**src/hw/rtl/temperature_seven_segment_display_unit_assert.svh**
```systemverilog
// Assertion helpers for the display unit
`ifndef TEMPERATURE_SEVEN_SEGMENT_DISPLAY_UNIT_ASSERT_SVH
`define TEMPERATURE_SEVEN_SEGMENT_DISPLAY_UNIT_ASSERT_SVH

// same-cycle implication
`define TSD_ASSERT_IMP(label, clk, rst_n, ante, cons) \
	label: assert property (@(posedge clk) disable iff (!rst_n) (ante) |-> (cons)) \
		else $error("tsd assertion failed");

// next-cycle implication
`define TSD_ASSERT_NXT(label, clk, rst_n, ante, cons) \
	label: assert property (@(posedge clk) disable iff (!rst_n) (ante) |=> (cons)) \
		else $error("tsd assertion failed");

`endif

```
**src/hw/rtl/tsd_pkg.sv**
```systemverilog
`default_nettype none
package tsd_pkg;

	localparam int SCAN_DIGITS_DEF = 6;
	localparam int POS_W           = 3;
	localparam int STORE_DIGITS    = 5;
	localparam int VAL_W           = 14;

	typedef logic [POS_W-1:0]     pos_t;
	typedef logic [7:0]           seg_t;
	typedef logic signed [11:0]   temp_t;
	typedef logic [VAL_W-1:0]     val_t;

	typedef enum logic {
		OP_SAMPLE = 1'b0,
		OP_TICK   = 1'b1
	} op_t;

	typedef struct packed {
		logic [3:0] digit;
		val_t       rem;
	} split_t;

	localparam pos_t POINT_POS     = 3'd2;
	localparam seg_t MINUS_PATTERN = 8'h40;
	localparam seg_t POINT_BIT     = 8'h80;
	localparam val_t MOD_VALUE     = 14'd10000;

	function automatic seg_t seg_code(input logic [3:0] d);
		seg_t s;
		unique case (d)
			4'd0:    s = 8'h3f;
			4'd1:    s = 8'h06;
			4'd2:    s = 8'h5b;
			4'd3:    s = 8'h4f;
			4'd4:    s = 8'h66;
			4'd5:    s = 8'h6d;
			4'd6:    s = 8'h7d;
			4'd7:    s = 8'h07;
			4'd8:    s = 8'h7f;
			4'd9:    s = 8'h6f;
			default: s = 8'h00;
		endcase
		return s;
	endfunction

	// leading decimal digit of value for a constant weight, value < 10 * weight
	function automatic split_t split_digit(input val_t value, input val_t weight);
		split_t r;
		r.digit = 4'd0;
		r.rem   = value;
		for (int k = 1; k <= 9; k++) begin
			if (value >= VAL_W'(k) * weight) begin
				r.digit = 4'(k);
				r.rem   = value - VAL_W'(k) * weight;
			end
		end
		return r;
	endfunction

endpackage
`default_nettype wire

```
**src/hw/rtl/tsd_if.sv**
```systemverilog
`default_nettype none
interface tsd_item_if;
	import tsd_pkg::*;

	logic  valid;
	logic  ready;
	op_t   op;
	temp_t raw_temp;

	modport source (output valid, output op, output raw_temp, input ready);
	modport sink   (input valid, input op, input raw_temp, output ready);
endinterface

interface tsd_result_if;
	import tsd_pkg::*;

	logic valid;
	logic ready;
	seg_t segments;
	pos_t digit_select;
	pos_t scan_position;

	modport source (output valid, output segments, output digit_select,
		output scan_position, input ready);
	modport sink   (input valid, input segments, input digit_select,
		input scan_position, output ready);
endinterface
`default_nettype wire

```
**src/hw/rtl/temperature_seven_segment_display_unit.sv**
```systemverilog
// channel  | dir | payload                                  | transaction
// ---------+-----+------------------------------------------+---------------------------
// item     | in  | op, raw_temp (s12, 1/16 deg)             | sample or scan tick
// result   | out | segments, digit_select, scan_position    | one per tick, none per sample
//
// Takes one transaction per cycle while item.ready is high. Four compute stages
// (magnitude and mod 10000, thousands, hundreds, then tens and units) feed the digit
// store and the output register; a tick passes stages 1 to 4, then sets result.valid.
// arst_n clears stage valids, the digit store (blank), the scan position and result.valid.
// A stalled result only holds the stages behind it; bubbles in the pipe still close up.
`default_nettype none
`include "temperature_seven_segment_display_unit_assert.svh"
module temperature_seven_segment_display_unit #(
	parameter int SCAN_DIGITS = tsd_pkg::SCAN_DIGITS_DEF
) (
	input  logic clk,
	input  logic arst_n,
	tsd_item_if.sink     item,
	tsd_result_if.source result
);
	import tsd_pkg::*;

	logic valid_s1, valid_s2, valid_s3, valid_s4, out_valid_q;
	op_t  op_s1, op_s2, op_s3, op_s4;
	temp_t raw_s1;
	logic neg_s2, neg_s3, neg_s4;
	val_t v_s2, rem_s3, rem_s4;
	logic [3:0] thou_s3, thou_s4, hund_s4;

	seg_t store_q [STORE_DIGITS];
	pos_t scan_q;
	seg_t seg_q;
	pos_t dsel_q, spos_q;

	logic free_out, mv1, mv2, mv3, mv4, take;
	logic commit_sample, commit_tick;
	logic neg_w;
	logic [11:0] mag_w;
	logic [15:0] h_w;
	val_t hv_w, v_w;
	split_t thou_w, hund_w, tens_w;
	logic [POS_W:0] pos_inc_w;
	logic wrap_w;
	seg_t tick_seg_w;

	always_comb begin
		free_out      = !out_valid_q || result.ready;
		mv4           = valid_s4 && (op_s4 == OP_SAMPLE || free_out);
		mv3           = valid_s3 && (!valid_s4 || mv4);
		mv2           = valid_s2 && (!valid_s3 || mv3);
		mv1           = valid_s1 && (!valid_s2 || mv2);
		take          = item.valid && item.ready;
		commit_sample = mv4 && op_s4 == OP_SAMPLE;
		commit_tick   = mv4 && op_s4 == OP_TICK;
	end

	assign item.ready = !valid_s1 || mv1;

	// magnitude, hundredths rounded half up, mod 10000
	always_comb begin
		neg_w = raw_s1[11];
		mag_w = neg_w ? (~$unsigned(raw_s1) + 12'd1) : $unsigned(raw_s1);
		h_w   = ({4'd0, mag_w} * 16'd25 + 16'd2) >> 2;
		hv_w  = h_w[VAL_W-1:0];
		v_w   = (hv_w >= MOD_VALUE) ? hv_w - MOD_VALUE : hv_w;
	end

	always_comb begin
		thou_w = split_digit(v_s2, 14'd1000);
		hund_w = split_digit(rem_s3, 14'd100);
		tens_w = split_digit(rem_s4, 14'd10);
	end

	always_comb begin
		pos_inc_w  = {1'b0, scan_q} + 4'd1;
		wrap_w     = pos_inc_w >= (POS_W+1)'(SCAN_DIGITS);
		tick_seg_w = (32'(scan_q) < STORE_DIGITS) ? store_q[scan_q] : '0;
		if (scan_q == POINT_POS) begin
			tick_seg_w = tick_seg_w | POINT_BIT;
		end
	end

	always_ff @(posedge clk or negedge arst_n) begin
		if (!arst_n) begin
			valid_s1    <= 1'b0;
			valid_s2    <= 1'b0;
			valid_s3    <= 1'b0;
			valid_s4    <= 1'b0;
			out_valid_q <= 1'b0;
			scan_q      <= '0;
			for (int i = 0; i < STORE_DIGITS; i++) begin
				store_q[i] <= '0;
			end
		end else begin
			if (take) begin
				valid_s1 <= 1'b1;
			end else if (mv1) begin
				valid_s1 <= 1'b0;
			end
			if (mv1) begin
				valid_s2 <= 1'b1;
			end else if (mv2) begin
				valid_s2 <= 1'b0;
			end
			if (mv2) begin
				valid_s3 <= 1'b1;
			end else if (mv3) begin
				valid_s3 <= 1'b0;
			end
			if (mv3) begin
				valid_s4 <= 1'b1;
			end else if (mv4) begin
				valid_s4 <= 1'b0;
			end
			if (commit_tick) begin
				out_valid_q <= 1'b1;
			end else if (result.ready) begin
				out_valid_q <= 1'b0;
			end
			if (commit_sample) begin
				store_q[0] <= neg_s4 ? MINUS_PATTERN : '0;
				store_q[1] <= seg_code(thou_s4);
				store_q[2] <= seg_code(hund_s4);
				store_q[3] <= seg_code(tens_w.digit);
				store_q[4] <= seg_code(tens_w.rem[3:0]);
				scan_q     <= '0;
			end else if (commit_tick) begin
				scan_q <= wrap_w ? '0 : pos_inc_w[POS_W-1:0];
			end
		end
	end

	always_ff @(posedge clk) begin
		if (take) begin
			op_s1  <= item.op;
			raw_s1 <= item.raw_temp;
		end
		if (mv1) begin
			op_s2  <= op_s1;
			neg_s2 <= neg_w;
			v_s2   <= v_w;
		end
		if (mv2) begin
			op_s3   <= op_s2;
			neg_s3  <= neg_s2;
			thou_s3 <= thou_w.digit;
			rem_s3  <= thou_w.rem;
		end
		if (mv3) begin
			op_s4   <= op_s3;
			neg_s4  <= neg_s3;
			thou_s4 <= thou_s3;
			hund_s4 <= hund_w.digit;
			rem_s4  <= hund_w.rem;
		end
		if (commit_tick) begin
			seg_q  <= tick_seg_w;
			dsel_q <= 3'd7 - scan_q;
			spos_q <= scan_q;
		end
	end

	assign result.valid         = out_valid_q;
	assign result.segments      = seg_q;
	assign result.digit_select  = dsel_q;
	assign result.scan_position = spos_q;

	`TSD_ASSERT_IMP(a_scan_range, clk, arst_n, 1'b1, 32'(scan_q) < SCAN_DIGITS)
	`TSD_ASSERT_NXT(a_sample_rewinds, clk, arst_n, commit_sample, scan_q == '0)
	`TSD_ASSERT_IMP(a_point_place, clk, arst_n, result.valid,
		result.segments[7] == (result.scan_position == POINT_POS))
	`TSD_ASSERT_NXT(a_tick_shown, clk, arst_n, commit_tick,
		result.valid && result.scan_position == $past(scan_q))

endmodule
`default_nettype wire

```
**src/flat_wrapper.sv**
```systemverilog
// flat-port wrapper written by rule: the top's interface ports become plain ports
module temperature_seven_segment_display_unit_flat import tsd_pkg::*;
#(
	parameter int SCAN_DIGITS = tsd_pkg::SCAN_DIGITS_DEF
)
  (clk, arst_n, item_valid, item_op, item_raw_temp, item_ready, result_valid, result_segments, result_digit_select, result_scan_position, result_ready);
  tsd_item_if item_i ();
  tsd_result_if result_i ();
  input  logic clk;
  input  logic arst_n;
  input wire logic [$bits(item_i.valid)-1:0] item_valid;
  input wire logic [$bits(item_i.op)-1:0] item_op;
  input wire logic [$bits(item_i.raw_temp)-1:0] item_raw_temp;
  output wire logic [$bits(item_i.ready)-1:0] item_ready;
  output wire logic [$bits(result_i.valid)-1:0] result_valid;
  output wire logic [$bits(result_i.segments)-1:0] result_segments;
  output wire logic [$bits(result_i.digit_select)-1:0] result_digit_select;
  output wire logic [$bits(result_i.scan_position)-1:0] result_scan_position;
  input wire logic [$bits(result_i.ready)-1:0] result_ready;
  assign item_i.valid = item_valid;
  assign item_i.op = item_op;
  assign item_i.raw_temp = item_raw_temp;
  assign item_ready = item_i.ready;
  assign result_valid = result_i.valid;
  assign result_segments = result_i.segments;
  assign result_digit_select = result_i.digit_select;
  assign result_scan_position = result_i.scan_position;
  assign result_i.ready = result_ready;
  temperature_seven_segment_display_unit #(.SCAN_DIGITS(SCAN_DIGITS)) u_core (.clk(clk), .arst_n(arst_n), .item(item_i), .result(result_i));
endmodule
```
**config.mk**
```make
export PLATFORM = sky130hd
export DESIGN_NAME = temperature_seven_segment_display_unit_flat
export DESIGN_NICKNAME = d
export VERILOG_FILES = /design/src/hw/rtl/tsd_pkg.sv /design/src/hw/rtl/tsd_if.sv /design/src/hw/rtl/temperature_seven_segment_display_unit.sv /design/src/flat_wrapper.sv
export VERILOG_INCLUDE_DIRS = /design/src /design/src/hw/rtl
export SDC_FILE = /design/constraint.sdc
export NUM_CORES = 1
export LEC_CHECK = 0
export ABC_AREA = 0
export BUFFER_PORTS_ARGS = -buffer_cell sky130_fd_sc_hd__buf_2
export CAP_MARGIN = 5
export CORE_MARGIN = 2
export CORE_UTILIZATION = 40
export CTS_CLUSTER_DIAMETER = 50
export DETAILED_ROUTE_END_ITERATION = 7
export RECOVER_POWER = 50
export SLEW_MARGIN = 20
export SYNTH_ARGS = -nofsm -noshare
export SYNTH_HDL_FRONTEND = slang
export SYNTH_SLANG_ARGS = --single-unit
```
**constraint.sdc**
```tcl
create_clock -name clk -period 6.8 [get_ports clk]
set_input_delay 0 -clock clk [delete_from_list [all_inputs] [get_ports clk]]
set_output_delay 0 -clock clk [all_outputs]
set_load 0.03 [all_outputs]
```
==> results summary <==
The combined global-route utilization of all metal layers came out at 20.5%. CTS placed an instance of sky130_fd_sc_hd__clkbuf_16 at the clock tree root. Registers take around 3500 sq um.

The overflow left after global routing came out at 0. The max-capacitance violation count is 2. The clock reaches the later pin of the worst-skew pair after around 0.42 ns. The diode insertion count for antenna repair is 0. The maximum fanout encountered on the critical timing path came out at 10.

The most used flip-flop cell after synthesis is sky130_fd_sc_hd__edfxtp_1. TritonCTS built the clock tree. Counting cells, the worst reg-to-reg path comes to 20.

The worst hold path belongs to the class input port to flip-flop. In the synthesized netlist the async set-or-reset flop fraction comes to approximately 30%. The count of final max-slew check failures is between 60 and 70.

The post-synthesis instance area is about 11000 sq um. The critical path endpoint category is a flip-flop. The critical path in this run is classified as flip-flop to flip-flop.

In the final routed layout, each cell accounts on average for 17.9 um. The headroom to the max-slew limit is -36.7%. The number of cells produced by synthesis came out at 1259.

The total clock sinks came out at 124. The number of DRC violations after detailed-routing iteration 0 is slightly below 800. The setup skew after layout is between 0.015 and 0.02 ns. The remaining antenna violation count is 0.

The synthesized netlist contains between 90 and 100 unique library cells. The power per cell area is about 440 nW/um^2. The share of the Yosys chip area taken by registers is 32.3%. At the end of the flow the core is filled with cells to between 40% and 50%.

The number of buffers inserted by port buffering came out at 32. The Yosys step of the flow raised 0 warnings. In this run the vertical extent of the chip is approximately 170 um. After legalization and detailed placement, the total HPWL measured 21400 um. Pin placement for this block handled 33 I/O pins. Fill cells in the final layout number about 2.7k. The data arrival time of the worst path came out at 5.65 ns. The capture point of the worst path is u_core.v_s2[8]$_DFFE_PP_. The final weighted congestion of routability-driven global placement is slightly below 1. Tracing the worst setup path back leads to its startpoint at u_core.raw_s1[2]$_DFFE_PP_. The number of nets in the layout is 1407. Across all layers, the routed design uses between 9k and 10k vias. The total of endpoints with negative setup slack in the final report came out at 0. Counting flops with a built-in enable in the synthesized netlist gives 87.

The required time of the critical path came out at 6.95 ns. The number of nets handed over by synthesis was 1393. The worst flop-to-flop path startpoint is u_core.raw_s1[2]$_DFFE_PP_. The maximum achievable frequency is ~180 MHz.

The checks that failed: max-capacitance violations, max-slew violations. The initial utilization of the core area, before any placement, comes to between 40 and 50%. The number of detailed-route iterations in the first pass came out at 5. After clock tree synthesis, the clock-pin slew on the worst setup and hold paths is 0.06 ns.

The TritonCTS buffer count is 17. The minimum period implied by the final worst setup slack came out at 5.49 ns. The pin count of the biggest net entering global routing is 38. After synthesis the netlist holds a flip-flop and latch count of 124. The number of rows in the core area is 60. The total area of multi-input combinational cells is approximately 7000 sq um. The clock tree synthesis step divided the H-tree into 4 levels. The flow ran to the end, but the final reports show violations. The number of global-route vias before repair came to approximately 9.5k. The setup slack of the worst register-to-register path is 1.31 ns. The die footprint is roughly 29000 sq um. The number of buffers between clock root and the deepest sink is 2. The initial antenna violation count was 0. Wires add up to ~29000 um. The slew at the pin closest to its max-slew limit came out at about 2 ns. The share of the cycle needed by the critical path after routing is about 81%. The via-per-instance ratio came out at about 5.9. The average instance area after synthesis is between 8 and 9 sq um.

The floorplan step set the die width to between 150 and 200 um. The setup TNS after final layout came out at 0 ns. The first-pass GRT wire length came out at 48100 um. The reported leakage power is 4.86 nW. VDD sags by at most just over 200 uV.

The startpoint class of the critical path is a flip-flop. The fraction of final layout cells sized beyond drive strength 1 came out at under 10%. Setup repair after global routing left no endpoint under its margin. The area growth from synthesis to layout is 9.99%. The area of the core is 27000 sq um. In this run the critical register-to-register path is captured at u_core.v_s2[8]$_DFFE_PP_. The count of endpoints failing hold in the final timing report came out at 0. The number of design rule violations left after detail routing is 0.
==> per-stage QoR <==
step | hold WS [ns] | worst slack (ns) | area (sq um) | power [mW] | cells
2_1_floorplan | -0.296 | 1.83 | 11000 | 3.67 | 1259
3_3_place_gp | 0.140 | 1.45 | 11400 | 4.38 | 1579
3_5_place_dp | 0.158 | 1.31 | 11400 | 4.41 | 1579
4_1_cts | 0.241 | 1.27 | 12100 | 5.33 | 1627
5_1_grt | 0.282 | 0.798 | 12100 | 5.78 | 1627
6_report | 0.293 | 1.31 | 12100 | 5.36 | 1627
==> final cells by class <==
| type | instances | area share [%] |
|---|---|---|
| multi-input cells | 995 | 57.0 |
| flip-flops and latches | 124 | 29.3 |
| repair buffers | 56 | 2.94 |
| clock buffers | 17 | 3.53 |
| clock inverters | 15 | 1.24 |
| well taps | 341 | 3.54 |
| inverters | 79 | 2.46 |
==> cells in the mapped netlist, types with 5 or more instances <==
library cell                count  share of area, %
sky130_fd_sc_hd__a211oi_1      15               1.0
sky130_fd_sc_hd__nand4_1        7              0.40
sky130_fd_sc_hd__xor2_1        14               1.1
sky130_fd_sc_hd__a21o_1        18               1.2
sky130_fd_sc_hd__xnor2_1       34               2.7
sky130_fd_sc_hd__nand2b_1      22               1.3
sky130_fd_sc_hd__a211o_1        7              0.56
sky130_fd_sc_hd__nand2_1      127               4.3
sky130_fd_sc_hd__clkbuf_1      44               1.5
sky130_fd_sc_hd__nor3b_1        6              0.41
sky130_fd_sc_hd__inv_1         75               2.6
sky130_fd_sc_hd__a311oi_1       8              0.64
sky130_fd_sc_hd__nor3_1        32               1.5
sky130_fd_sc_hd__a31oi_1       25               1.4
sky130_fd_sc_hd__o22ai_1        7              0.40
sky130_fd_sc_hd__o21ai_0       85               3.9
sky130_fd_sc_hd__a221oi_1       8              0.64
sky130_fd_sc_hd__o31ai_1       16               1.1
sky130_fd_sc_hd__and3_1        11              0.63
sky130_fd_sc_hd__ha_1         112                13
sky130_fd_sc_hd__o211ai_1      19               1.3
sky130_fd_sc_hd__mux2i_1       15               1.4
sky130_fd_sc_hd__a22oi_1        5              0.34
sky130_fd_sc_hd__or3_1         11              0.63
sky130_fd_sc_hd__fa_1           5              0.91
sky130_fd_sc_hd__a31o_2         6              0.48
sky130_fd_sc_hd__o21ai_1        5              0.23
sky130_fd_sc_hd__o2111ai_1      5              0.40
sky130_fd_sc_hd__nor2b_1       16              0.91
sky130_fd_sc_hd__edfxtp_1      87                24
sky130_fd_sc_hd__or2_2          7              0.40
sky130_fd_sc_hd__dfrtp_1       37               8.4
sky130_fd_sc_hd__and2_1        18               1.0
sky130_fd_sc_hd__o21a_1        10              0.68
sky130_fd_sc_hd__nand3_1       34               1.6
sky130_fd_sc_hd__buf_2         11              0.50
sky130_fd_sc_hd__o221ai_1       5              0.40
sky130_fd_sc_hd__a21oi_1       88               4.0
sky130_fd_sc_hd__nor2_1        99               3.4
==> cells in the final DEF (no fill, tap or decap), types with 14 or more instances in the layout <==
master                          instances
sky130_fd_sc_hd__a31oi_1               25
sky130_fd_sc_hd__clkbuf_1              19
sky130_fd_sc_hd__xor2_1                14
sky130_fd_sc_hd__nand2_1              127
sky130_fd_sc_hd__and2_1                18
sky130_fd_sc_hd__a211oi_1              15
sky130_fd_sc_hd__nor2b_1               15
sky130_fd_sc_hd__dfrtp_1               37
sky130_fd_sc_hd__nor3_1                32
sky130_fd_sc_hd__dlygate4sd3_1         16
sky130_fd_sc_hd__inv_1                 75
sky130_fd_sc_hd__nand2b_1              22
sky130_fd_sc_hd__clkbuf_16             17
sky130_fd_sc_hd__buf_2                 14
sky130_fd_sc_hd__edfxtp_1              87
sky130_fd_sc_hd__nor2_1                99
sky130_fd_sc_hd__ha_1                 112
sky130_fd_sc_hd__o211ai_1              19
sky130_fd_sc_hd__mux2i_1               15
sky130_fd_sc_hd__xnor2_1               34
sky130_fd_sc_hd__a21o_1                18
sky130_fd_sc_hd__nand3_1               34
sky130_fd_sc_hd__o21ai_0               85
sky130_fd_sc_hd__o31ai_1               16
sky130_fd_sc_hd__a21oi_1               88
==> report_power, final <==
part           switching, mW  total, mW  internal [mW]
logic                   1.83       2.95           1.12
registers              0.391       1.52           1.13
clock network          0.376      0.891          0.515
==> critical path, cell delays in order, from the launching register on <==
cell and delay (ns):
sky130_fd_sc_hd__edfxtp_1 0.44, sky130_fd_sc_hd__nor2_1 0.18, sky130_fd_sc_hd__nand3_1 0.12, sky130_fd_sc_hd__or4_1 0.46, sky130_fd_sc_hd__nand2_1 0.11, sky130_fd_sc_hd__xor2_1 0.37
sky130_fd_sc_hd__inv_1 0.09, sky130_fd_sc_hd__ha_1 0.30, sky130_fd_sc_hd__ha_1 0.27, sky130_fd_sc_hd__inv_1 0.05, sky130_fd_sc_hd__fa_1 0.52, sky130_fd_sc_hd__inv_1 0.04
sky130_fd_sc_hd__ha_1 0.40, sky130_fd_sc_hd__nand4_1 0.12, sky130_fd_sc_hd__a221oi_1 0.39, sky130_fd_sc_hd__o211ai_1 0.20, sky130_fd_sc_hd__and3_1 0.18, sky130_fd_sc_hd__a311oi_1 0.37
sky130_fd_sc_hd__a21o_1 0.37, sky130_fd_sc_hd__nor2_1 0.09, sky130_fd_sc_hd__xor2_1 0.15
==> worst min-delay path by stage <==
stage,from,depth (start not counted),end
finish,item_raw_temp[7],2,u_core.raw_s1[7]$_DFFE_PP_
global route,item_raw_temp[2],2,u_core.raw_s1[2]$_DFFE_PP_
CTS,arst_n,2,u_core.scan_q[1]$_DFFE_PN0P_
detailed placement,arst_n,1,u_core.scan_q[1]$_DFFE_PN0P_
global placement,arst_n,1,u_core.scan_q[1]$_DFFE_PN0P_
floorplan,arst_n,0,u_core.result.valid$_DFFE_PN0P_
==> kinds of logic (layout without fill, tap and decap cells) <==
| group | after synthesis | after routing | synth area share (%) |
|---|---|---|---|
| multiplexers | 18 | 18 | 1.78 |
| buffers and inverters | 140 | 167 | 5.10 |
| AND/OR/NAND/NOR | 420 | 420 | 18.9 |
| flip-flops | 124 | 124 | 32.3 |
| XOR/XNOR | 48 | 48 | 3.83 |
| AO/OA/AOI/OAI | 392 | 392 | 24.4 |
| adder cells (fa/ha/maj) | 117 | 117 | 13.7 |
==> sequential cells by signal, indices dropped and copies added (netlist names), 3 cells and up <==
register,flops
u_core.store_q,29
u_core.rem_s3,14
u_core.rem_s4,14
u_core.v_s2,14
u_core.raw_s1,12
u_core.result.segments,8
u_core.hund_s4,4
u_core.thou_s3,4
u_core.thou_s4,4
u_core.result.digit_select,3
u_core.result.scan_position,3
u_core.scan_q,3
==> layer usage <==
layer	track usage, %	vias up	part of all wire [%]
met2	36.0	340	50
met1	25.7	4517	43
met3	3.66	57	6.0
met4	5.87	0	1.7
li1	-	4670	-
met5	0	-	0
==> timing repair <==
action	4_1_cts	5_1_grt
gates resized for setup	0	0
setup endpoints to repair	0	0
hold buffers	16	0
setup buffers	0	0
endpoints found under the hold margin	52	0
Power figures use the tool's default switching activity.
